### config.mk
export PLATFORM = sky130hd
export DESIGN_NAME = mbps_scan
export DESIGN_NICKNAME = d
export VERILOG_FILES = /design/src/sv/mbps_pkg.sv /design/src/sv/mbps_scan.sv
export SDC_FILE = /design/constraint.sdc
export NUM_CORES = 1
export LEC_CHECK = 0
export ABC_AREA = 1
export BUFFER_PORTS_ARGS = -buffer_cell sky130_fd_sc_hd__buf_2
export CORE_AREA = 2 2 426 428
export DETAILED_ROUTE_END_ITERATION = 16
export DIE_AREA = 0 0 428 430
export PLACE_DENSITY_LB_ADDON = 0.1
export SYNTH_ARGS = -nofsm -noshare
export SYNTH_HDL_FRONTEND = slang
export SYNTH_SLANG_ARGS = --single-unit
export TNS_END_PERCENT = 100
### constraint.sdc
create_clock -name clk -period 32.5 [get_ports clk]
set_input_delay 4.875 -clock clk [delete_from_list [all_inputs] [get_ports clk]]
set_output_delay 4.875 -clock clk [all_outputs]
set_load 0.01 [all_outputs]
### src/sv/mbps_pkg.sv
package mbps_pkg;

  localparam logic [1:0] MODE_LOAD = 2'd0;
  localparam logic [1:0] MODE_DATA = 2'd1;
  localparam logic [1:0] MODE_NEW  = 2'd2;

  localparam logic REG_PATTERN_LENGTH = 1'b0;
  localparam logic REG_FIND_ALL       = 1'b1;

  localparam int CFG_DATA_W = 7;
  localparam logic [6:0] FILL_MAX = 7'd127;

  typedef struct packed {
    logic [1:0] mode;
    logic [5:0] entry_index;
    logic [7:0] entry_value;
    logic [7:0] entry_ignore;
    logic [7:0] data_byte;
    logic       final_byte;
  } item_t;

  typedef struct packed {
    logic        match_found;
    logic [31:0] match_offset;
    logic        scan_done;
  } result_t;

endpackage

### src/sv/mbps_scan.sv
module mbps_scan
  import mbps_pkg::*;
#(
  parameter int MAX_PATTERN = 64,
  parameter int NW = $clog2(MAX_PATTERN + 1)
) (
  input  logic                     clk,
  input  logic                     rst,
  input  logic                     en,
  input  item_t                    item,
  input  logic [NW-1:0]            neff,
  input  logic                     find_all,
  input  logic [8*MAX_PATTERN-1:0] value_al,
  input  logic [8*MAX_PATTERN-1:0] care_al,
  output result_t                  res
);

  localparam int WINW = 8 * MAX_PATTERN;
  localparam int CW = (NW > 7) ? NW : 7;

  logic [WINW-1:0]        window;
  logic [WINW-1:0]        window_next;
  logic [6:0]             fill;
  logic [6:0]             fill_next;
  logic [6:0]             fill_inc;
  logic [31:0]            offset;
  logic [31:0]            offset_next;
  logic                   stopped;
  logic                   stopped_next;
  logic [MAX_PATTERN-1:0] pos_ok;
  logic                   hit;

  assign window_next = WINW'({window, item.data_byte});
  assign fill_inc    = (fill == FILL_MAX) ? fill : fill + 7'd1;

  always_comb begin
    for (int j = 0; j < MAX_PATTERN; j++) begin
      pos_ok[j] = (care_al[8*j +: 8] == 8'd0) ||
                  ((window_next[8*j +: 8] & care_al[8*j +: 8]) == value_al[8*j +: 8]);
    end
  end

  assign hit = (CW'(fill_inc) >= CW'(neff)) && (&pos_ok);

  always_comb begin
    res          = '0;
    fill_next    = fill;
    offset_next  = offset;
    stopped_next = stopped;
    case (item.mode)
      MODE_NEW: begin
        fill_next    = 7'd0;
        offset_next  = 32'd0;
        stopped_next = 1'b0;
      end
      MODE_DATA: begin
        offset_next = offset + 32'd1;
        if (stopped) begin
          res.scan_done = 1'b1;
        end else begin
          fill_next = fill_inc;
          if (hit) begin
            res.match_found  = 1'b1;
            res.match_offset = offset - 32'(neff) + 32'd1;
            fill_next        = 7'd0;
            if (!find_all) stopped_next = 1'b1;
          end
          if (item.final_byte) stopped_next = 1'b1;
          res.scan_done = stopped_next;
        end
      end
      default: begin
      end
    endcase
  end

  always_ff @(posedge clk) begin
    if (rst) begin
      fill    <= 7'd0;
      offset  <= 32'd0;
      stopped <= 1'b0;
    end else if (en) begin
      fill    <= fill_next;
      offset  <= offset_next;
      stopped <= stopped_next;
    end
  end

  always_ff @(posedge clk) begin
    if (en && item.mode == MODE_DATA && !stopped) begin
      window <= window_next;
    end
  end

endmodule

* After elaboration in Yosys (flattened, before gate mapping)
Index checks and enable logic that the tools add are counted.
Word-level totals: flip-flop bits (word level) 544, input port bits 1068, output and inout bits 34
Cells by class: add/subtract/negate cells 4, magnitude comparators 1, equal/unequal tests 68, multiplexer cells 13, bitwise operators 64, reduce and logical (&&, ||, !) cells 136
Operator list (count):
- bitwise AND 8 bit | 64
- == test 8 bit | 64
- zero test 8 bit | 64
- two-way mux 33 bit | 2
- adder 32 x 1 -> 32 bit (second input constant) | 2
- logical OR 1 bit | 64
- case mux 32 bit (2 select lines) | 1
- AND reduction 64 bit | 1
- two-way mux 34 bit | 1
- subtractor 32 x 7 -> 32 bit | 1
- two-way mux 7 bit | 3
- case mux 7 bit (2 select lines) | 1
- adder 7 x 1 -> 7 bit (second input constant) | 1
- == test 7 bit (second input constant) | 1
- greater-or-equal comparator 7 bit | 1
- two-way mux 1 bit | 4
- logical AND 1 bit | 3
- AND reduction 3 bit | 1
- == test 2 x 1 -> 1 bit (second input constant) | 1
- == test 2 bit (second input constant) | 1
- != test 2 bit (second input constant) | 1
- case mux 1 bit (2 select lines) | 1
- AND reduction 2 bit | 1
- nonzero test 2 bit | 1
- zero test 1 bit | 1

* Longest topological paths before layout
Gate-level depths: netlist of the first run.
word-level depth 9, gate-level depth with buffers 18, mapped depth without buffers 17

* Worst setup path before layout of the first run
No wires, ideal clock.
path kind input port to flip-flop, start in item[32] in the netlist's numbering, end reg window[0], enable pin, arrival 14.477 ns, path slack 13.949 ns, cell stages on the path 6, path buffers 0, path through inv_1 > ha_1 > inv_1 > nor2_1 > nand2_1 > clkinv_1
Between the ends: longest elaborated chain between the ends 3
Ends and longest elaborated chain:
- start: declaration | line mbps_scan.sv:10 | input item_t item,
- == test 2 x 1 -> 1 bit | line mbps_scan.sv:90 | if (en && item.mode == MODE_DATA && !stopped) begin
- logical AND 1 bit (2 in series) | line mbps_scan.sv:90
- end signal: assignment | line mbps_scan.sv:91 | window <= window_next;
- end: declaration | line mbps_scan.sv:21 | logic [WINW-1:0] window;
Every way passes these cells. A chain may end at the register's enable or synchronous reset.

==> results list, run 1 <==
- Avg Synthesized Cell Area: roughly 8.3 µm²
- Number of antenna violations at the first check in global routing: around 170
- Class of the tightest hold or removal check: register to register
* Largest driver fanout on the critical path: 31
* Post-detailed-route wirelength per cell: roughly 21 µm
- Maximum vdd ir drop: 0.0313 mV
- After clock tree synthesis, the repair step resized 0 gates.
* Final Critical Period: between 10 and 15 ns
- The design draws 1.89 mW.
- Crit end category: output port
- Setup violations remaining at the end of the flow were counted as 0.
- Timing would allow up to between 70 and 80 MHz.
* Unique masters post-synth: 47
- Placed insts: 7189
- The clock passes through at most 3 buffers.
- For this configuration, the core starts out at a cell density of 0.173.
- Clock latency of the later-clocked register in the worst-skew pair: roughly 0.67 ns
* Fraction of synthesized cell area taken by the top area cell type: 0.485
- Remaining number of nets flagged by the antenna check after routing: 0
- Data arrives at the worst endpoint at 8.43 ns.
- Clock tree from TritonCTS: built
- The synthesized design contains 504 enable-type register cells.
- For this run, the post-layout net count is between 6000 and 7000.
* Leakage Power: 19.0 nW
- TritonCTS buffer count: between 70 and 80
* Buffer count from post-CTS setup fixing: 0
- After detailed placement, the total cell area comes to 39600 µm².
* Post-Synthesis Cells: 3740
- Summing every instance area after synthesis gives 31200 µm².
- Post-synthesis net count: 4880
- Pwr/cell area: 44.8 nW/µm²
- The die is 428 µm wide.
* # IOs: 1102
- Layout cell share with drive strength beyond 1: 0.252
- Headroom to the max-slew limit came out at 0.340.
- After floorplanning, the core was divided into about 160 placement rows.
- RSZ-0062 raised after global routing: false
- The synthesized design spends more area on one cell type than any other, namely edfxtp_1.
- Post-route standard cell area excluding fillers: roughly 42000 µm²
* Share of the clock period used by the worst path after layout: 0.409
- At the pin with the least slew margin, the transition time is between 0.9 and 1 ns.
* Via count: approximately 30000
- Buffers added on ports: 1079
* Number of violations of the max-capacitance limit: 0
- The clock drives 544 sinks.
- The number of pins exceeding their max-slew limit in the final report came to 0.
- Detailed Route Iter0 Violations: 1657
- For this run, the number of Yosys warnings is 0.
- Max Clock Skew: 0.0255 ns
- Wires add up to 158 mm.
- Leading post-synthesis cells by cell area: edfxtp_1 49%, nand2_1 18%, nand3_1 6.1%
- Via density per instance: between 4 and 5
- In the final timing run, aggregate negative setup slack is 0 ns.
- Run status: completed
- Last weighted congestion value of the routability-driven placer: 0.906
- Via count of the first global-routing pass: 29600
- Number of flip-flops and latches in the synthesized netlist: 544
- For this run, design rule violations remaining after detail routing come to 0.
- After clock tree synthesis, the clock-pin slew on the worst setup and hold paths is 0.06 ns.
* Gr ovfl total: 0
- H-tree levels: 3
- Of all flip-flops after synthesis, the portion carrying an async set or reset was 0.
- The worst setup path is of the input pin to output port kind.
- The floorplan step set the die height to ~430 µm.
* Number of buffers added to fix hold violations after cts: 0
- From synthesis to final layout, the design area changed by 35.7%.
* Wire length of the first global-routing pass: 218 mm
- The hold violation total from the final report is 0.
- HPWL Detailed: 136 mm
- Tot GR Track Use: 0.166
* Router iterations before antenna repair: 5
- The finished layout holds 7369 standard cells, fillers aside.
* Library cell used as clock root buffer: clkbuf_16
* Startpoint type of the worst setup path: input pin
* Maximum number of pins on one net before global-route repair: between 150 and 200
- Area of the die: ~180000 µm²
- For this run, the leading register cell type out of synthesis is edfxtp_1.
- Required time worst endpoint: between 20 and 30 ns
- In the post-route analysis, the smallest setup slack over all paths is 19.19 ns.
* Post-Place Setup Slack: 18.85 ns
- In this run the standard cell core region covers approximately 180000 µm².
* Sequential element share of the synthesized area: 0.511
==> cells by family (layout without fill, tap and decap cells) <==
group,after synthesis,in the layout,share of synthesized area
and+or+nand+nor,2482,2482,0.351
adders and majority gates,72,72,0.0291
other,0,40,0
DFF,544,544,0.511
xor gates and xnor gates,135,135,0.0379
buffers and inverters,347,1566,0.0422
AOI/OAI and AO/OA,160,160,0.0290
==> layout make-up <==
type                       count  area [µm²]
antenna                       40         100
clock buffer                  95        2000
clock inverter                45         626
fill                       19800      137000
inverter                     341        1290
multi-input combinational   2849       13900
sequential                   544       15900
tap                         2370        2970
timing repair buffer        1085        5460
==> where the power goes <==
part / internal, mW / leakage, nW / switching, mW
combinational: 0.0867 / 12.8 / 0.109
sequential: 0.783 / 4.94 / 0.0174
clock: 0.545 / 1.27 / 0.353
==> routing by layer <==
| layer | global-route usage | vias to the layer above | wire length, µm |
|---|---|---|---|
| li1 | - | 15000 | - |
| met1 | 0.179 | 13700 | 60300 |
| met2 | 0.311 | 1027 | 82100 |
| met3 | 0.0515 | 396 | 10600 |
| met4 | 0.0444 | 112 | 4590 |
| met5 | 0 | - | 702 |
==> registers in the layout (all words and copies together) (netlist names) <==
name     flops
fill         7
window     504
offset      32
stopped      1
==> cell usage in the layout (no fill, tap or decap), drive strengths merged, types with 2 or more instances in the layout <==
cell type	n
nand3b	128
a21oi	82
inv	339
edfxtp	504
buf	1085
xnor2	13
a21o	3
nor2	218
or2	43
clkinv	31
clkbuf	95
o21a	11
o21bai	3
nand4	56
diode	40
o211ai	3
a21boi	3
xor2	122
o21ai	48
a221oi	3
nand2	1511
clkinvlp	3
nor3	10
ha	71
nand3	381
dfxtp	40
nor4	131
nor3b	2
a31oi	2
bufinv	13
==> worst paths after layout <==
| path | start | to | depth (start not counted) | slack [ns] |
|---|---|---|---|---|
| setup / recovery | care_al[24] | res[27] | 14 | 19.19 |
| hold / removal | window[216]$_DFFE_PP_ | window[224]$_DFFE_PP_ | 0 | 0.45 |
| setup reg to reg | stopped$_SDFFE_PP0P_ | window[346]$_DFFE_PP_ | 6 | 28.33 |
| hold reg to reg | window[216]$_DFFE_PP_ | window[224]$_DFFE_PP_ | 0 | 0.45 |
==> per-stage QoR <==
stage | util | hold WS [ns]
6_report | 0.235 | 0.449
5_1_grt | 0.235 | 0.462
4_1_cts | 0.235 | 0.445
3_5_place_dp | 0.220 | 0.436
3_3_place_gp | 0.220 | 0.433
2_1_floorplan | - | 0.427
==> synth_stat cells (all sizes together), types with 4 or more instances <==
| library cell | number |
|---|---|
| a21oi | 82 |
| buf | 4 |
| clkinv | 8 |
| dfxtp | 40 |
| edfxtp | 504 |
| ha | 71 |
| inv | 333 |
| nand2 | 1511 |
| nand3 | 381 |
| nand3b | 128 |
| nand4 | 56 |
| nor2 | 218 |
| nor3 | 10 |
| nor4 | 131 |
| o21a | 11 |
| o21ai | 48 |
| or2 | 43 |
| xnor2 | 13 |
| xor2 | 122 |
==> worst max-delay path, cell delays in order <==
cell,delay [ns]
buf_2,0.11
nor4_1,0.81
nand2_1,0.12
nand2_1,0.16
nand2_1,0.08
clkinv_1,0.05
nand2_1,0.18
nor2_1,0.35
nand2_1,0.16
nor2_2,0.31
nand3_2,0.60
a21oi_2,0.29
o21a_1,0.15
buf_2,0.17
(Power assumes the default switching activity.)
==> run 2, diff against run 1 <==
- clock period: 32.5 -> 13.55 ns (I/O delays scaled with it)
==> run 2 against run 1 <==
  * Sequential power is 140% higher
  * Via count is 0.22% higher
  * Final cell count hardly changed
  * First-iteration DRC count is 9.3% lower
==> results list, run 2 (synthesized netlist as in run 1, its figures left out) <==
* Crit path max-delay family: simple AND/OR/NAND/NOR gates
* Area grow syn2layout: 35.6%
* Tot GR Track Use: 0.167
- The first global-routing pass estimated 219 mm of wire.
- Smallest setup slack after layout: 6.02 ns
* Via count of the first global-routing pass: ~30000
- RSZ-0062 raised after global routing: false
* FP Rows: approximately 160
- Critical register-to-register path startpoint: stopped$_SDFFE_PP0P_
- The worst hold path terminates at window[402]$_DFFE_PP_.
- Dividing the detail-routed via count by the number of cells gives 4.12.
- The path class of the tightest hold or removal check is register to register.
- Die extent in y: 430 µm
- Max-slew headroom at the worst pin: 0.330
- In the layout the commonest cells are 1510 x nand2_1, 1079 x buf_2, 504 x edfxtp_1, 380 x nand3_1, 326 x inv_1.
* Clk sinks: approximately 540
- Non-filler instance count after layout: about 7400
- Library cell used as clock root buffer: clkbuf_16
- Timing would allow up to 133 MHz.
- CP cell instances: buf_2, nor4_1, nand2_1, nand2_1, nand2_1, clkinv_1, nand2_1, nor2_1, nand2_1, nor2_2, nand3_2, a21oi_2, o21a_1, buf_2
- Across the run, the number of max-cap violations was 0.
- Worst path buffer plus inverter count: 3
- TritonCTS built the clock tree.
- At the later pin of the worst-skew pair, clock insertion delay measures 0.65 ns.
* Max Clock Skew: around 0.022 ns
- Cell with the largest stage delay on the worst path: nor4_1
- Via count: around 30000
- The flow ran to the end, and the final reports show no timing, DRC or antenna violations.
- Global Route met1 Usage: 0.182
* Gr ovfl total: 0
* Layout cell share with drive strength beyond 1: 0.254
* Register with the highest flop count: window
- In this run, CTS created clock tree buffers numbering 77.
* Crit end category: output port
- The cell that appears most often on the critical path is nand2_1.
- Number of buffers added to fix hold violations after cts: 0
* Number of design rule violations left after detail routing: 0
- The first TritonRoute pass finished after 5 iterations.
- H-tree levels: 3
- Data on the critical path arrives at its endpoint at 5.49 ns.
- VDD sags by at most 0.0705 mV.
- Startpoint-to-endpoint class of the critical path: input pin to output port
* Horiz. Die Dim: 428 µm
- Maximum number of pins on one net before global-route repair: 164
- Cts repair resizes: 0
- Placed insts: 7190
- Buffer count from post-CTS setup fixing: 0
- The number of pins exceeding their max-slew limit in the final report came to 0.
- Final Setup Violations: 0
- After detailed routing, the average wire length per cell comes to 21.6 µm.
- The congestion estimate from routability-driven global placement came to around 0.90.
* Flip-flop count of the largest register, all copies and words added: 504
- After the last flow step, the layout net total stands at just over 6000.
- HPWL Detailed: 137 mm
* Buffers added on ports: 1079
- In this run the most critical hold path is launched from window[394]$_DFFE_PP_.
- Prior to clock tree synthesis, the placed netlist has a worst setup slack of between 5 and 6 ns.
* Hold Violations, Final: 0
- Max incr delay on CP: 0.78 ns
- Register-to-register setup slack: 10.24 ns
* Worst Hold Slack: between 0.4 and 0.5 ns
* Clock transition time at the flip-flop clock pins of the worst setup and hold paths: 0.06 ns
- Detailed Route Iter0 Violations: 1503
- The floorplan step defined a core boundary enclosing 180000 µm².
- Remaining number of nets flagged by the antenna check after routing: 0
* Area of the die: ~180000 µm²
* Final Critical Period: 7.53 ns
- For this design the top-level I/O count stands at 1102.
* GRT Max-Usage Layer: met2
- Met2 Resource Use GR: 0.319
- Hold path cells: 0
- The largest registers in the layout are window: 504 flops, offset: 32 flops, fill: 7 flops.
* Number of antenna violations at the first check in global routing: 166
- Startpoint type of the worst setup path: input pin
- Pwr/cell area: 107 nW/µm²
- Share of the clock period used by the worst path after layout: 0.555
* Required time worst endpoint: roughly 12 ns
- The analysis attributes to cell leakage a power of between 15 and 20 nW.
- The library cell used most frequently in the layout, excluding fill and tap cells, is nand2_1.
- Largest driver fanout on the critical path: 31
* WL final: 159 mm
- For the pin with the worst max-slew slack, the measured transition is just over 1 ns.
- Reg2Reg Depth: 5
- The endpoint identified for the worst register-to-register timing path is window[231]$_DFFE_PP_.
- For this run, global-route usage on met3 was measured as 0.0482.
- No sink is reached through more buffers than the 3 on the longest clock path.
- The initial utilization of the core area, before any placement, comes to 0.173.
- In the final timing run, aggregate negative setup slack is 0 ns.
[run 2: cell count changes in the layout (fill, tap and decap cells not counted), moves of 2 or more]
| cell | before | now |
|---|---|---|
| clkinv_2 | 8 | 16 |
| buf_4 | 5 | 7 |
| inv_6 | 2 | 4 |
| clkbuf_1 | 17 | 9 |
| diode_2 | 40 | 35 |
[run 2: report_power, final]
| group | leakage [nW] | internal [mW] | switching (mW) |
|---|---|---|---|
| clock network | 1.29 | 1.31 | 0.836 |
| logic | 12.8 | 0.208 | 0.265 |
| registers | 4.94 | 1.88 | 0.0412 |
[run 2: worst max path at each step]
stage                                endpoint  depth (start not counted)  slack, ns        start
after CTS                             res[31]                         15       5.53  care_al[24]
after detailed placement              res[31]                         15       5.54  care_al[24]
final                                 res[28]                         14       6.02  care_al[24]
after global placement                res[31]                         15       5.63  care_al[24]
after global routing                  res[32]                         15       5.44  care_al[24]
after floorplan           window[0]$_DFFE_PP_                          6       4.56     item[32]
[run 2: area by class of cell]
cell class	count	area [µm²]
antenna	35	87.6
inverter	341	1300
tap	2370	2970
multi-input combinational	2849	13900
clock inverter	54	639
clock buffer	87	1990
fill	19800	137000
timing repair buffer	1086	5450
sequential	544	15900
[run 2: through the flow]
step	power (mW)	utilization	cell area, µm²
floorplan	2.14	-	31200
global placement	2.43	0.220	39600
global route	4.75	0.235	42300
detailed placement	2.43	0.220	39600
finish	4.53	0.235	42300
CTS	4.63	0.235	42200
[run 2: routing by layer]
layer  wire length (µm)  share of wire
met5                654         0.0041
met4               4090          0.026
met3              10100          0.064
met2              83600           0.53
met1              60700           0.38
==> run 3, diff against run 2 <==
- clock period: 13.55 -> 7.2 ns (I/O delays scaled with it)
==> run 3 against run 2 <==
  * Sequential share of layout area about the same
  * Critical endpoint is now res[31]
  * Clock skew grew 0.010 ns
  * Design area is essentially flat
  * Clock power rose by 84%
  * Count of clock-buffer cells in the layout is 4 higher
  * Hold slack better by 0.0058 ns
  * Via count is 0.28% lower
  * Total power up 86%
  * Wire length fell by 0.48%
  * Die area stayed put
  * Critical path depth increased by 3
==> results list, run 3 (synthesized netlist as in run 1, its figures left out) <==
- Area grow syn2layout: 35.6%
- In the routed layout, each cell is associated on average with a via count of 4.10.
- Cell with the largest stage delay on the worst path: nand3_2
- Dividing the final minimum period by the clock period gives 0.746.
* Setup TNS: 0 ns
- Highest-count cells in the layout ignoring fill and taps: 1510 x nand2_1, 1079 x buf_2, 504 x edfxtp_1, 380 x nand3_1, 326 x inv_1
- Pwr/cell area: 199 nW/µm²
- Remaining number of nets flagged by the antenna check after routing: 0
* Placed cell areas: 39600 µm²
- The hold violation total from the final report was 0.
- Clock transition time at the flip-flop clock pins of the worst setup and hold paths: ~0.060 ns
- Last weighted congestion value of the routability-driven placer: 0.907
- Crit end category: output port
- Number of design rule violations left after detail routing: 0
- HPWL Detailed: 136 mm
* Area of the die: 184000 µm²
- The largest registers in the layout are window: 504 flops, offset: 32 flops, fill: 7 flops.
* Net count of the finished layout: between 6000 and 7000
- Broken down by cell family, the worst path's largest delay share belongs to simple AND/OR/NAND/NOR gates.
* Max Fclk: 186 MHz
* Clk sinks: ~540
- Die extent in y: between 400 and 500 µm
- Slew Limit Fails: 0
* Max Buffers Root-to-Sink: 3
* Number of violations of the max-capacitance limit: 0
- Maximum vdd ir drop: 0.144 mV
* Number of antenna violations at the first check in global routing: 165
- Max-slew headroom at the worst pin: 0.426
- In this run the core area contains 156 standard-cell rows.
- Final Setup Violations: 0
- Traced cell by cell, the critical path runs through ha_1, nand4_1, nor3_1, nor3_1, a21oi_1, ha_1, nand2_1, o21ai_0, a21o_1, a21oi_1, o21a_1, nor2_2, nand3_2, inv_1, nand2_1, nor2_1, buf_2.
- The internal power of the cells totals 6.27 mW.
* Library cell used as clock root buffer: clkbuf_16
- Gr ovfl total: 0
* Wire length of the first global-routing pass: 217 mm
- From left edge to right edge, the die measures 428 µm.
- Layout cell share with drive strength beyond 1: 0.252
- Between clock sinks in the finished design, the worst skew comes to 0.0323 ns.
- The min-delay analysis places its worst path in the category register to register.
* Via count: 30200
* Relative contribution of sequential cells to total power: 0.429
* Largest driver fanout on the critical path: 31
- Leakage Power: around 19 nW
- Run status: completed
* Flip-flop count of the largest register, all copies and words added: 504
* Core Footprint: about 180000 µm²
- In this design, the stage delay of the slowest critical-path cell is ~0.53 ns.
- Startpoint-to-endpoint class of the critical path: register to output port
- Crit path arrival time: around 4.3 ns
- Post-route standard cell area excluding fillers: 42300 µm²
- Sw Ratio: 0.256
- In this run the tool buffered the top-level ports with 1079 buffer cells.
- Detailed Route Iter0 Violations: 1713
- Proportion of power drawn by combinational gates: 0.105
* RSZ-0062 raised after global routing: false
- For this configuration, the core starts out at a cell density of 0.173.
- Buffer count from post-CTS setup fixing: 0
- More flip-flops sit in one register than any other, and that register is window.
- Clock latency on the worst-skew pair, taken at its later pin, is 0.68 ns.
* Maximum number of pins on one net before global-route repair: a little under 200
* Clock tree from TritonCTS: built
- # IOs: around 1100
- The setup check on the worst reg-to-reg path leaves a slack of 4.03 ns.
- Switching power summed over all nets: 2.15 mW
- Router iterations before antenna repair: 7
- The H-tree generated during clock tree synthesis spans 3 levels.
- In the final routed layout, each cell accounts on average for approximately 22 µm.
- WL final: 158 mm
* TritonCTS buffer count: between 70 and 80
* Via count of the first global-routing pass: between 20000 and 30000
- For the pin with the worst max-slew slack, the measured transition is 0.857 ns.
* Most common cell after layout, fill and taps aside: nand2_1
- Clock share of power: 0.466
- Counting both buffers and inverters, the worst setup path holds a total of 2.
- Final Critical Period: 5.37 ns
* Tot GR Track Use: 0.166
- The worst setup path is launched from a register.
- After clock tree synthesis, the flow added hold-fix buffers numbering 0.
- Cts repair resizes: 0
* Required time worst endpoint: slightly above 6 ns
## run 3: cell count changes in the layout (fill, tap and decap cells not counted)
cell       delta
buf_12        +2
buf_4         -3
bufinv_16     -3
clkbuf_1      +4
clkbuf_16     -1
clkbuf_8      +1
clkinv_1      +1
clkinv_16     +2
clkinv_2      -7
clkinv_4      +2
clkinv_8      +1
diode_2       +4
inv_6         -3
## run 3: worst paths after layout
kind / startpoint / end / cells past startpoint
setup reg to reg: fill[0]$_SDFFE_PP0P_ / fill[5]$_SDFFE_PP0P_ / 15
hold / removal: window[421]$_DFFE_PP_ / window[429]$_DFFE_PP_ / 0
hold reg to reg: window[421]$_DFFE_PP_ / window[429]$_DFFE_PP_ / 0
setup / recovery: fill[0]$_SDFFE_PP0P_ / res[31] / 17
## run 3: area by class of cell
type	instances	area (µm²)
fill	19800	138000
sequential	544	15900
multi-input combinational	2849	13900
timing repair buffer	1085	5470
tap	2370	2970
clock buffer	91	1990
inverter	341	1310
clock inverter	47	576
antenna	39	97.6
## run 3: power by group through the flow
stage,logic [mW],registers (mW),clock network [mW]
global placement,0.881,3.68,0
detailed placement,0.896,3.68,0
CTS,0.900,3.62,4.09
finish,0.886,3.61,3.93
global route,1.00,3.62,4.19
floorplan,0.375,3.64,0
## run 3: per-layer routing
layer / vias up / track usage / part of all wire
li1: 15000 / - / -
met1: 13800 / 0.178 / 0.38
met2: 968 / 0.313 / 0.52
met3: 385 / 0.0519 / 0.065
met4: 106 / 0.0412 / 0.028
met5: - / 0 / 0.0040
## run 3: through the flow
stage / hold WS, ns / setup WS, ns / total power [mW] / instances / util
6_report: 0.452 / 1.83 / 8.43 / 7366 / 0.235
5_1_grt: 0.466 / 1.26 / 8.81 / 7356 / 0.235
4_1_cts: 0.456 / 1.54 / 8.60 / 7327 / 0.235
3_5_place_dp: 0.439 / 1.55 / 4.58 / 7189 / 0.220
3_3_place_gp: 0.439 / 1.55 / 4.56 / 7189 / 0.220
2_1_floorplan: 0.427 / 2.22 / 4.02 / 3740 / -
